--- config.mk ---
export PLATFORM = sky130hd
export DESIGN_NAME = form_field_extract_url_decode_flat
export DESIGN_NICKNAME = d
export VERILOG_FILES = /design/src/sv/ffe_pkg.sv /design/src/sv/ffe_in_if.sv /design/src/sv/ffe_out_if.sv /design/src/sv/ffe_cfg_if.sv /design/src/sv/ffe_front.sv /design/src/sv/ffe_queue.sv /design/src/sv/ffe_back.sv /design/src/sv/form_field_extract_url_decode.sv /design/src/flat_wrapper.sv
export SDC_FILE = /design/constraint.sdc
export NUM_CORES = 1
export LEC_CHECK = 0
export BUFFER_PORTS_ARGS = -buffer_cell sky130_fd_sc_hd__buf_2
export CAP_MARGIN = 15
export CORE_ASPECT_RATIO = 2
export CORE_UTILIZATION = 47
export CTS_BUF_LIST = sky130_fd_sc_hd__clkbuf_16
export DETAILED_ROUTE_END_ITERATION = 7
export PLACE_DENSITY = 0.67
export SLEW_MARGIN = 20
export SYNTH_ARGS = -nofsm -noshare
export SYNTH_HDL_FRONTEND = slang
export SYNTH_SLANG_ARGS = --single-unit
export TNS_END_PERCENT = 100
--- constraint.sdc ---
create_clock -name clk -period 10.5 [get_ports clk]
set_input_delay 0 -clock clk [delete_from_list [all_inputs] [get_ports clk]]
set_output_delay 0 -clock clk [all_outputs]
set_load 0.02 [all_outputs]
--- src/sv/ffe_pkg.sv ---
// ----------------------------------------------------------------------------
// ffe_pkg
// Types, constants and helpers for the form field extractor and decoder.
// ----------------------------------------------------------------------------
`default_nettype none

package ffe_pkg;

  localparam int ENCODED_BUFFER_BYTES = 1024;
  localparam int ENC_CNT_W            = $clog2(ENCODED_BUFFER_BYTES);
  localparam logic [ENC_CNT_W-1:0] ENC_MAX = ENC_CNT_W'(ENCODED_BUFFER_BYTES - 1);

  localparam int MAX_NAME_BYTES = 8;
  localparam int NAME_W         = 64;
  localparam int NAME_LEN_W     = 4;
  localparam int NAME_POS_W     = 4;
  localparam int LIMIT_W        = 10;
  localparam int CFG_IDX_W      = 2;
  localparam int RES_CNT_W      = 2;
  localparam int MAX_RES        = 3;

  localparam logic [NAME_LEN_W-1:0] NAME_LEN_MAX = NAME_LEN_W'(MAX_NAME_BYTES);

  localparam logic [NAME_W-1:0]     FIELD_NAME_RST  = '0;
  localparam logic [NAME_LEN_W-1:0] NAME_LEN_RST    = 4'd8;
  localparam logic [LIMIT_W-1:0]    VALUE_LIMIT_RST = 10'd511;

  // register indexes on the configuration port
  localparam logic [CFG_IDX_W-1:0] REG_FIELD_NAME  = 2'd0;
  localparam logic [CFG_IDX_W-1:0] REG_NAME_LENGTH = 2'd1;
  localparam logic [CFG_IDX_W-1:0] REG_VALUE_LIMIT = 2'd2;

  localparam logic [7:0] CH_PLUS    = 8'h2B;
  localparam logic [7:0] CH_PERCENT = 8'h25;
  localparam logic [7:0] CH_AMP     = 8'h26;
  localparam logic [7:0] CH_EQUALS  = 8'h3D;
  localparam logic [7:0] CH_SPACE   = 8'h20;

  localparam int QUEUE_DEPTH = 4;
  localparam int QPTR_W      = $clog2(QUEUE_DEPTH);
  localparam int QCNT_W      = $clog2(QUEUE_DEPTH + 1);

  typedef enum logic [1:0] {
    PH_NAME  = 2'd0,
    PH_VALUE = 2'd1,
    PH_SKIP  = 2'd2,
    PH_DONE  = 2'd3
  } phase_t;

  typedef enum logic [1:0] {
    ESC_NONE = 2'd0,
    ESC_PCT  = 2'd1,
    ESC_HEX1 = 2'd2
  } esc_t;

  // the results of one input byte, handed from front to back
  typedef struct packed {
    logic [MAX_RES-1:0][7:0] bytes;
    logic [RES_CNT_W-1:0]    cnt;
    logic                    found;
    logic                    done;
  } job_t;

  // {is_hex, nibble}
  function automatic logic [4:0] hex_decode(input logic [7:0] c);
    logic [4:0] r;
    r = '0;
    if (c >= 8'h30 && c <= 8'h39) begin
      r = {1'b1, 4'(c - 8'h30)};
    end else if (c >= 8'h61 && c <= 8'h66) begin
      r = {1'b1, 4'(c - 8'h57)};
    end else if (c >= 8'h41 && c <= 8'h46) begin
      r = {1'b1, 4'(c - 8'h37)};
    end
    return r;
  endfunction

endpackage

`default_nettype wire

--- src/sv/ffe_in_if.sv ---
// ----------------------------------------------------------------------------
// ffe_in_if
// Input byte channel: one byte of form data and its end marker.
// ----------------------------------------------------------------------------
`default_nettype none

interface ffe_in_if;
  logic       valid;
  logic       ready;
  logic [7:0] data_byte;
  logic       last_byte;

  modport source (output valid, output data_byte, output last_byte, input ready);
  modport sink   (input valid, input data_byte, input last_byte, output ready);
endinterface

`default_nettype wire

--- src/sv/ffe_out_if.sv ---
// ----------------------------------------------------------------------------
// ffe_out_if
// Result channel: one decoded value byte with its status flags.
// ----------------------------------------------------------------------------
`default_nettype none

interface ffe_out_if;
  logic       valid;
  logic       ready;
  logic [7:0] value_byte;
  logic       byte_valid;
  logic       field_found;
  logic       data_done;

  modport source (output valid, output value_byte, output byte_valid,
                  output field_found, output data_done, input ready);
  modport sink   (input valid, input value_byte, input byte_valid,
                  input field_found, input data_done, output ready);
endinterface

`default_nettype wire

--- src/sv/ffe_cfg_if.sv ---
// ----------------------------------------------------------------------------
// ffe_cfg_if
// Configuration write channel: register index and write data.
// ----------------------------------------------------------------------------
`default_nettype none

interface ffe_cfg_if;
  logic                          valid;
  logic                          ready;
  logic [ffe_pkg::CFG_IDX_W-1:0] index;
  logic [ffe_pkg::NAME_W-1:0]    data;

  modport source (output valid, output index, output data, input ready);
  modport sink   (input valid, input index, input data, output ready);
endinterface

`default_nettype wire

--- src/sv/ffe_front.sv ---
// ----------------------------------------------------------------------------
// ffe_front
// Accepts form bytes, tracks segment and name matching, decodes escapes and
// packs the decoded bytes of each input byte into one job for the queue.
// ----------------------------------------------------------------------------
`default_nettype none

module ffe_front (
  input  wire logic          clk,
  input  wire logic          rst_n,
  ffe_cfg_if.sink            cfg_if,
  ffe_in_if.sink             in_if,
  input  wire logic          q_ready,
  output logic               q_push,
  output ffe_pkg::job_t      q_job
);

  logic [ffe_pkg::NAME_W-1:0]     field_name_r;
  logic [ffe_pkg::NAME_LEN_W-1:0] field_len_r;
  logic [ffe_pkg::LIMIT_W-1:0]    value_limit_r;

  ffe_pkg::phase_t                phase_r, phase_nxt;
  logic [ffe_pkg::NAME_POS_W-1:0] pos_r, pos_nxt;
  ffe_pkg::esc_t                  esc_r, esc_nxt;
  logic [7:0]                     held_r, held_nxt;
  logic [ffe_pkg::ENC_CNT_W-1:0]  enc_r, enc_nxt;
  logic [ffe_pkg::LIMIT_W-1:0]    emitted_r, emitted_nxt;
  logic                           found_r, found_nxt;

  logic [3:0][7:0]                items;
  logic [ffe_pkg::RES_CNT_W-1:0]  n;
  logic [ffe_pkg::RES_CNT_W-1:0]  take;
  logic [ffe_pkg::LIMIT_W-1:0]    avail;
  logic [ffe_pkg::NAME_LEN_W-1:0] nlen;
  logic [4:0]                     hb, hh;
  logic                           do_flush, tail;
  logic [7:0]                     b;
  logic                           accept;

  assign b            = in_if.data_byte;
  assign in_if.ready  = q_ready;
  assign accept       = in_if.valid && q_ready;
  assign cfg_if.ready = 1'b1;

  assign nlen = (field_len_r > ffe_pkg::NAME_LEN_MAX) ? ffe_pkg::NAME_LEN_MAX : field_len_r;
  assign hb   = ffe_pkg::hex_decode(b);
  assign hh   = ffe_pkg::hex_decode(held_r);

  always_ff @(posedge clk) begin
    if (!rst_n) begin
      field_name_r  <= ffe_pkg::FIELD_NAME_RST;
      field_len_r   <= ffe_pkg::NAME_LEN_RST;
      value_limit_r <= ffe_pkg::VALUE_LIMIT_RST;
    end else if (cfg_if.valid) begin
      case (cfg_if.index)
        ffe_pkg::REG_FIELD_NAME:  field_name_r  <= cfg_if.data;
        ffe_pkg::REG_NAME_LENGTH: field_len_r   <= cfg_if.data[ffe_pkg::NAME_LEN_W-1:0];
        ffe_pkg::REG_VALUE_LIMIT: value_limit_r <= cfg_if.data[ffe_pkg::LIMIT_W-1:0];
        default: ;
      endcase
    end
  end

  always_comb begin
    phase_nxt = phase_r;
    pos_nxt   = pos_r;
    esc_nxt   = esc_r;
    held_nxt  = held_r;
    enc_nxt   = enc_r;
    found_nxt = found_r;
    items     = '0;
    n         = '0;
    do_flush  = 1'b0;
    tail      = 1'b0;

    case (phase_r)
      ffe_pkg::PH_NAME: begin
        if (b == ffe_pkg::CH_AMP) begin
          pos_nxt = '0;
        end else if (pos_r < nlen && b == field_name_r[pos_r[2:0]*8 +: 8]) begin
          pos_nxt = pos_r + 1'b1;
        end else if (pos_r == nlen && b == ffe_pkg::CH_EQUALS) begin
          found_nxt = 1'b1;
          phase_nxt = ffe_pkg::PH_VALUE;
        end else begin
          phase_nxt = ffe_pkg::PH_SKIP;
        end
      end
      ffe_pkg::PH_VALUE: begin
        if (b == ffe_pkg::CH_AMP) begin
          do_flush  = 1'b1;
          phase_nxt = ffe_pkg::PH_DONE;
        end else if (enc_r < ffe_pkg::ENC_MAX) begin
          enc_nxt = enc_r + 1'b1;
          tail    = 1'b1;
          case (esc_r)
            ffe_pkg::ESC_HEX1: begin
              if (hb[4]) begin
                items[0] = {hh[3:0], hb[3:0]};
                n        = 2'd1;
                esc_nxt  = ffe_pkg::ESC_NONE;
                tail     = 1'b0;
              end else begin
                // broken escape: pass '%' and the held digit through
                items[0] = ffe_pkg::CH_PERCENT;
                items[1] = held_r;
                n        = 2'd2;
                esc_nxt  = ffe_pkg::ESC_NONE;
              end
            end
            ffe_pkg::ESC_PCT: begin
              if (hb[4]) begin
                held_nxt = b;
                esc_nxt  = ffe_pkg::ESC_HEX1;
                tail     = 1'b0;
              end else begin
                items[0] = ffe_pkg::CH_PERCENT;
                n        = 2'd1;
                esc_nxt  = ffe_pkg::ESC_NONE;
              end
            end
            default: esc_nxt = ffe_pkg::ESC_NONE;
          endcase
          if (tail) begin
            if (b == ffe_pkg::CH_PLUS) begin
              items[n] = ffe_pkg::CH_SPACE;
              n        = n + 1'b1;
            end else if (b == ffe_pkg::CH_PERCENT) begin
              esc_nxt = ffe_pkg::ESC_PCT;
            end else begin
              items[n] = b;
              n        = n + 1'b1;
            end
          end
        end
      end
      ffe_pkg::PH_SKIP: begin
        if (b == ffe_pkg::CH_AMP) begin
          phase_nxt = ffe_pkg::PH_NAME;
          pos_nxt   = '0;
        end
      end
      default: ;
    endcase

    if (in_if.last_byte && phase_nxt == ffe_pkg::PH_VALUE) begin
      do_flush  = 1'b1;
      phase_nxt = ffe_pkg::PH_DONE;
    end

    // end of value: release any pending escape characters
    if (do_flush) begin
      case (esc_nxt)
        ffe_pkg::ESC_PCT: begin
          items[n] = ffe_pkg::CH_PERCENT;
          n        = n + 1'b1;
        end
        ffe_pkg::ESC_HEX1: begin
          items[n]              = ffe_pkg::CH_PERCENT;
          items[2'(n + 2'd1)]   = held_nxt;
          n                     = n + 2'd2;
        end
        default: ;
      endcase
      esc_nxt = ffe_pkg::ESC_NONE;
    end
  end

  // decoded bytes past the limit are dropped
  assign avail       = (emitted_r >= value_limit_r) ? '0 : value_limit_r - emitted_r;
  assign take        = (avail >= ffe_pkg::LIMIT_W'(n)) ? n : avail[ffe_pkg::RES_CNT_W-1:0];
  assign emitted_nxt = emitted_r + ffe_pkg::LIMIT_W'(take);

  assign q_job.bytes = items[ffe_pkg::MAX_RES-1:0];
  assign q_job.cnt   = take;
  assign q_job.found = found_nxt;
  assign q_job.done  = in_if.last_byte;
  assign q_push      = accept && (take != '0 || in_if.last_byte);

  always_ff @(posedge clk) begin
    if (!rst_n) begin
      phase_r   <= ffe_pkg::PH_NAME;
      pos_r     <= '0;
      esc_r     <= ffe_pkg::ESC_NONE;
      held_r    <= '0;
      enc_r     <= '0;
      emitted_r <= '0;
      found_r   <= 1'b0;
    end else if (accept) begin
      if (in_if.last_byte) begin
        phase_r   <= ffe_pkg::PH_NAME;
        pos_r     <= '0;
        esc_r     <= ffe_pkg::ESC_NONE;
        held_r    <= '0;
        enc_r     <= '0;
        emitted_r <= '0;
        found_r   <= 1'b0;
      end else begin
        phase_r   <= phase_nxt;
        pos_r     <= pos_nxt;
        esc_r     <= esc_nxt;
        held_r    <= held_nxt;
        enc_r     <= enc_nxt;
        emitted_r <= emitted_nxt;
        found_r   <= found_nxt;
      end
    end
  end

endmodule

`default_nettype wire

--- src/sv/ffe_queue.sv ---
// ----------------------------------------------------------------------------
// ffe_queue
// Short job queue between the front and back ends.
// ----------------------------------------------------------------------------
`default_nettype none

module ffe_queue (
  input  wire logic          clk,
  input  wire logic          rst_n,
  input  wire logic          push,
  input  wire ffe_pkg::job_t push_job,
  output logic               push_ready,
  input  wire logic          pop,
  output logic               head_valid,
  output ffe_pkg::job_t      head_job
);

  ffe_pkg::job_t               mem_r [ffe_pkg::QUEUE_DEPTH];
  logic [ffe_pkg::QPTR_W-1:0]  wr_ptr_r, rd_ptr_r;
  logic [ffe_pkg::QCNT_W-1:0]  cnt_r;
  logic                        do_push, do_pop;

  assign push_ready = cnt_r != ffe_pkg::QCNT_W'(ffe_pkg::QUEUE_DEPTH);
  assign head_valid = cnt_r != '0;
  assign head_job   = mem_r[rd_ptr_r];
  assign do_push    = push && push_ready;
  assign do_pop     = pop && head_valid;

  always_ff @(posedge clk) begin
    if (do_push) begin
      mem_r[wr_ptr_r] <= push_job;
    end
  end

  always_ff @(posedge clk) begin
    if (!rst_n) begin
      wr_ptr_r <= '0;
      rd_ptr_r <= '0;
      cnt_r    <= '0;
    end else begin
      if (do_push) begin
        wr_ptr_r <= (wr_ptr_r == ffe_pkg::QPTR_W'(ffe_pkg::QUEUE_DEPTH - 1))
                    ? '0 : wr_ptr_r + 1'b1;
      end
      if (do_pop) begin
        rd_ptr_r <= (rd_ptr_r == ffe_pkg::QPTR_W'(ffe_pkg::QUEUE_DEPTH - 1))
                    ? '0 : rd_ptr_r + 1'b1;
      end
      case ({do_push, do_pop})
        2'b10:   cnt_r <= cnt_r + 1'b1;
        2'b01:   cnt_r <= cnt_r - 1'b1;
        default: ;
      endcase
    end
  end

endmodule

`default_nettype wire

--- src/sv/ffe_back.sv ---
// ----------------------------------------------------------------------------
// ffe_back
// Unpacks each job into one result transfer per decoded byte, or a single
// empty end marker, held in an output register.
// ----------------------------------------------------------------------------
`default_nettype none

module ffe_back (
  input  wire logic          clk,
  input  wire logic          rst_n,
  input  wire logic          q_valid,
  input  wire ffe_pkg::job_t q_job,
  output logic               q_pop,
  ffe_out_if.source          out_if
);

  ffe_pkg::job_t                 job_r;
  logic [ffe_pkg::RES_CNT_W-1:0] pos_r;
  logic                          busy_r;
  logic                          is_last, take_out, load, empty_job;

  assign empty_job = job_r.cnt == '0;
  assign is_last   = empty_job || (pos_r == job_r.cnt - 1'b1);
  assign take_out  = busy_r && out_if.ready;
  assign load      = q_valid && (!busy_r || (take_out && is_last));
  assign q_pop     = load;

  assign out_if.valid       = busy_r;
  assign out_if.value_byte  = empty_job ? 8'h00 : job_r.bytes[pos_r];
  assign out_if.byte_valid  = !empty_job;
  assign out_if.field_found = job_r.found;
  assign out_if.data_done   = job_r.done && is_last;

  always_ff @(posedge clk) begin
    if (load) begin
      job_r <= q_job;
    end
  end

  always_ff @(posedge clk) begin
    if (!rst_n) begin
      busy_r <= 1'b0;
      pos_r  <= '0;
    end else if (load) begin
      busy_r <= 1'b1;
      pos_r  <= '0;
    end else if (take_out) begin
      if (is_last) begin
        busy_r <= 1'b0;
      end else begin
        pos_r <= pos_r + 1'b1;
      end
    end
  end

endmodule

`default_nettype wire

--- src/sv/form_field_extract_url_decode.sv ---
// ----------------------------------------------------------------------------
// form_field_extract_url_decode
// Picks the named field out of a URL-encoded form body and streams its
// decoded value.
// ----------------------------------------------------------------------------
//  channel  | dir | payload                                         | transfer
//  cfg_if   | in  | index[1:0], data[63:0]                          | valid & ready
//  in_if    | in  | data_byte[7:0], last_byte                       | valid & ready
//  out_if   | out | value_byte[7:0], byte_valid, field_found, done  | valid & ready
//
//  One input byte is taken every cycle while the four-entry job queue has room.
//  Each byte gives zero to three results; the back end sends one per cycle
//  while out_if is ready; when results outpace it, the full queue stalls input.
//  A byte's first result passes through the queue, then the output register.
//  rst_n is synchronous; no clearing pass, input is ready on the cycle after reset.
//  cfg_ready is always high.
// ----------------------------------------------------------------------------
`default_nettype none

module form_field_extract_url_decode (
  input  wire logic clk,
  input  wire logic rst_n,
  ffe_cfg_if.sink   cfg_if,
  ffe_in_if.sink    in_if,
  ffe_out_if.source out_if
);

  logic          q_push, q_ready, q_valid, q_pop;
  ffe_pkg::job_t push_job, head_job;

  ffe_front u_front (
    .clk     (clk),
    .rst_n   (rst_n),
    .cfg_if  (cfg_if),
    .in_if   (in_if),
    .q_ready (q_ready),
    .q_push  (q_push),
    .q_job   (push_job)
  );

  ffe_queue u_queue (
    .clk        (clk),
    .rst_n      (rst_n),
    .push       (q_push),
    .push_job   (push_job),
    .push_ready (q_ready),
    .pop        (q_pop),
    .head_valid (q_valid),
    .head_job   (head_job)
  );

  ffe_back u_back (
    .clk     (clk),
    .rst_n   (rst_n),
    .q_valid (q_valid),
    .q_job   (head_job),
    .q_pop   (q_pop),
    .out_if  (out_if)
  );

endmodule

`default_nettype wire
--- src/flat_wrapper.sv ---
// flat-port wrapper written by rule: the top's interface ports become plain ports
module form_field_extract_url_decode_flat 
  (clk, rst_n, cfg_if_valid, cfg_if_index, cfg_if_data, cfg_if_ready, in_if_valid, in_if_data_byte, in_if_last_byte, in_if_ready, out_if_valid, out_if_value_byte, out_if_byte_valid, out_if_field_found, out_if_data_done, out_if_ready);
  ffe_cfg_if cfg_if_i ();
  ffe_in_if in_if_i ();
  ffe_out_if out_if_i ();
  input  wire logic clk;
  input  wire logic rst_n;
  input wire logic [$bits(cfg_if_i.valid)-1:0] cfg_if_valid;
  input wire logic [$bits(cfg_if_i.index)-1:0] cfg_if_index;
  input wire logic [$bits(cfg_if_i.data)-1:0] cfg_if_data;
  output wire logic [$bits(cfg_if_i.ready)-1:0] cfg_if_ready;
  input wire logic [$bits(in_if_i.valid)-1:0] in_if_valid;
  input wire logic [$bits(in_if_i.data_byte)-1:0] in_if_data_byte;
  input wire logic [$bits(in_if_i.last_byte)-1:0] in_if_last_byte;
  output wire logic [$bits(in_if_i.ready)-1:0] in_if_ready;
  output wire logic [$bits(out_if_i.valid)-1:0] out_if_valid;
  output wire logic [$bits(out_if_i.value_byte)-1:0] out_if_value_byte;
  output wire logic [$bits(out_if_i.byte_valid)-1:0] out_if_byte_valid;
  output wire logic [$bits(out_if_i.field_found)-1:0] out_if_field_found;
  output wire logic [$bits(out_if_i.data_done)-1:0] out_if_data_done;
  input wire logic [$bits(out_if_i.ready)-1:0] out_if_ready;
  assign cfg_if_i.valid = cfg_if_valid;
  assign cfg_if_i.index = cfg_if_index;
  assign cfg_if_i.data = cfg_if_data;
  assign cfg_if_ready = cfg_if_i.ready;
  assign in_if_i.valid = in_if_valid;
  assign in_if_i.data_byte = in_if_data_byte;
  assign in_if_i.last_byte = in_if_last_byte;
  assign in_if_ready = in_if_i.ready;
  assign out_if_valid = out_if_i.valid;
  assign out_if_value_byte = out_if_i.value_byte;
  assign out_if_byte_valid = out_if_i.byte_valid;
  assign out_if_field_found = out_if_i.field_found;
  assign out_if_data_done = out_if_i.data_done;
  assign out_if_i.ready = out_if_ready;
  form_field_extract_url_decode u_core (.clk(clk), .rst_n(rst_n), .cfg_if(cfg_if_i), .in_if(in_if_i), .out_if(out_if_i));
endmodule
==> impl_metrics.ini <==
[status]
outcome = complete, but fails checks
violations = hold timing

[floorplan]
fp-row-count = 86
core_um2 = 27550
die_area_um2 = 28790
io_pins = 94
die_y_um = 239.0
dieWidth_um = 120.5
start_util = 0.4791

[finish]
drive_above_1_share = 0.1398
stdcell_count = 1783
antenna_cells = 0
fin_nets = 1545
fillers = 2435
area_growth_pct = 17.09

[yosys]
ys_ff_latch = 265
synth_edf_count = 140
synthTopCellsByArea = edfxtp_1 32%, dfxtp_1 19%, nand2_1 6.1%, mux4_2 5.8%, a21oi_1 4.7%
avgSynthCellArea_um2 = 10.42
syn_area_um2 = 13200
synth_cell_type_count = 88
synth_cells = 1267
yosys.area.top_type_share = 0.3185
synth_fp_nets = 1396
synthFlopType = edfxtp_1
synth.largest_area_cell = edfxtp_1
synth-async-reset-ratio = 0
ys_seq_area_frac = 0.5082
ys_warn_count = 0

[worst_setup_path]
r2r_start = u_core.u_front.enc_r[0]
required_ns = 10.95
endpoint_kind = flip-flop
cp_slowest_cell = dlygate4sd3_1
startpoint_type = input port
critPathMaxStageDelay_ns = 0.53
cp_data_arrival_time_ns = 7.79
path_common_cell = ha_1
ff2ff_path_depth = 28
r2r_slack_ns = 3.27
critical_path_class = input port to flip-flop
path_max_fanout = 11
worstReg2RegEnd = u_core.u_queue.cnt_r[2]

[timing]
fin_hold_ws_ns = -0.0009889
finalSetupTns_ns = 0
setup_viol = 0
relSlewSlack = 0.2518
slew_viol_final = 0
final-hold-violation-count = 1
period_share = 0.6994
period_minus_slack_ns = 7.343
grt_setup_unrepaired = no
max_freq_mhz = 136.2
worstMarginPinSlew_ns = 1.114
finClkSkew_ns = 0.01483

[placement]
io_buffers = 92
gp_congestion = 0.9693
hpwlAfterDp_um = 25520
dp_cells = 1664

[drt]
wl_um = 34390
drtPass1Iterations = 7
ant_nets = 0
drc_errors = 0
initialDrtViolationCount = 544
vias_per_cell = 5.638
via_count = 10050
wl_per_cell_um = 19.28

[grt]
overflow = 0
track_usage = 0.2447
grt_max_degree = 61
antenna_found_initial = 0
grt_pass1_wl_um = 53840
first_global_vias = 10360

[cts]
ctsHoldBuffers = 79
cts_tree = done
post-cts-setup-buffers = 0
clock_latency_ns = 0.52
root_buffer = clkbuf_16
clock_sinks = 265
cts_buffers = 23
clk_pin_slew_ns = 0.07
htree_levels = 1
clockBufferDepth = 3
ctsResizeCount = 0

[job]
cap_violations = 0

[worst_hold_path]
hold_path.class = input port to flip-flop
min_from = in_if_data_byte[2]
hold_depth = 3
min_to = u_core.u_front.held_r[2]

[power]
p_leak_nw = 5.510
irDropWorstVdd_mv = 0.1518
power.density_nw_per_um2 = 165.9
[routing by layer]
metal / track usage / share of wire / up-vias
li1: - / - / 4858
met1: 0.2290 / 0.33 / 4828
met2: 0.4854 / 0.56 / 274
met3: 0.02409 / 0.032 / 93
met4: 0.1627 / 0.071 / 0
met5: 0 / 0 / -
[synth_stat cells (4+ instances only)]
cell type / number
buf_2: 10
o22ai_1: 4
a22oi_1: 12
nand2_1: 216
buf_6: 4
or4_1: 4
clkbuf_1: 42
inv_1: 51
a21o_1: 4
a211oi_1: 4
xor2_1: 15
and3_1: 8
a22o_1: 7
or3_1: 8
nand4_1: 14
edfxtp_1: 140
xnor2_1: 16
o21ai_0: 35
o21a_1: 8
o21bai_1: 5
mux2i_1: 43
o211ai_1: 6
o2bb2ai_1: 4
nand3_1: 25
nor3_1: 23
nand2b_1: 11
mux4_2: 34
dfxtp_1: 125
nor3b_1: 6
a21oi_1: 123
nor4_1: 4
ha_1: 46
nor2b_1: 12
and2_1: 12
nor2_1: 102
buf_1: 6
[cells in the final DEF, fill, tap and decap left out, types with 5 or more instances in the layout]
cell / synthesis / routed
nand2_1: 216 / 216
edfxtp_1: 140 / 140
dfxtp_1: 125 / 124
a21oi_1: 123 / 123
nor2_1: 102 / 102
buf_2: 10 / 92
dlygate4sd3_1: 0 / 79
inv_1: 51 / 58
ha_1: 46 / 46
mux2i_1: 43 / 43
o21ai_0: 35 / 35
mux4_2: 34 / 34
nand3_1: 25 / 25
nor3_1: 23 / 23
clkbuf_16: 0 / 23
buf_4: 1 / 17
xnor2_1: 16 / 16
xor2_1: 15 / 15
nand4_1: 14 / 14
and2_1: 12 / 12
a22oi_1: 12 / 12
nor2b_1: 12 / 11
nand2b_1: 11 / 11
o21a_1: 8 / 8
or3_1: 8 / 8
and3_1: 8 / 8
a22o_1: 7 / 7
o211ai_1: 6 / 6
nor3b_1: 6 / 5
o21bai_1: 5 / 5
[flip-flops by register name (all words and copies together), names as in the netlist, 8 cells and up]
signal and flops:
u_core.u_back.job_r 27, u_core.u_front.emitted_r 10, u_core.u_queue.mem_r 112, u_core.u_front.held_r 8, u_core.u_front.enc_r 10, u_core.u_front.field_name_r 64, u_core.u_front.value_limit_r 10
[worst max-delay path by stage]
stage | depth (start not counted) | startpoint | to
detailed placement | 29 | in_if_data_byte[0] | u_core.u_queue.cnt_r[2]
global route | 30 | in_if_data_byte[0] | u_core.u_queue.cnt_r[2]
CTS | 30 | in_if_data_byte[0] | u_core.u_queue.cnt_r[2]
finish | 30 | in_if_data_byte[0] | u_core.u_queue.cnt_r[2]
floorplan | 29 | in_if_data_byte[0] | u_core.u_queue.cnt_r[2]
global placement | 27 | in_if_data_byte[4] | u_core.u_queue.cnt_r[2]
[stage by stage]
step	power, mW	hold slack (ns)	worst slack [ns]	util	instance area [µm²]
final	2.563	-0.0009889	3.157	0.5610	15450
after global routing	2.684	0.04783	2.779	0.5610	15450
after CTS	2.590	0.004332	3.199	0.5609	15450
after detailed placement	1.745	0.2393	3.218	0.5058	13930
after global placement	1.736	0.2292	3.433	0.5058	13930
after floorplan	1.596	0.09887	4.073	-	13200
[critical path, delay by kind of cell]
family                     cells  cell delay, ns
xor gates and xnor gates       1            0.16
buffers and inverters          5            1.17
and+or+nand+nor                8            2.40
adders and majority gates      5            1.47
AOI/OAI and AO/OA             11            2.59
[where the power goes]
group          internal (mW)  switching (mW)  leakage, nW  total [mW]
logic                  0.205           0.267         2.82       0.471
clock network          0.470           0.358        0.384       0.828
registers               1.21          0.0558         2.31        1.26
total                   1.88           0.680         5.51        2.56
[cell type report]
type                            count  area, µm²  share of cell area
Clock buffer                       23      575.6             0.03724
Clock inverter                     17      151.4            0.009797
Multi-Input combinational cell    886       6002              0.3884
Inverter                           52      195.2             0.01263
Sequential cell                   265       6710              0.4342
Timing Repair Buffer              188       1379             0.08922
Tap cell                          352      440.4             0.02850
[cells by family after synthesis]
kind of cell               synth area share
adders and majority gates           0.04816
muxes                               0.09831
xor gates and xnor gates            0.02057
and+or+nand+nor                      0.1607
other                             0.0002841
buffers and inverters               0.03773
AOI/OAI and AO/OA                    0.1261
DFF                                  0.5082
Power figures use the tool's default switching activity.
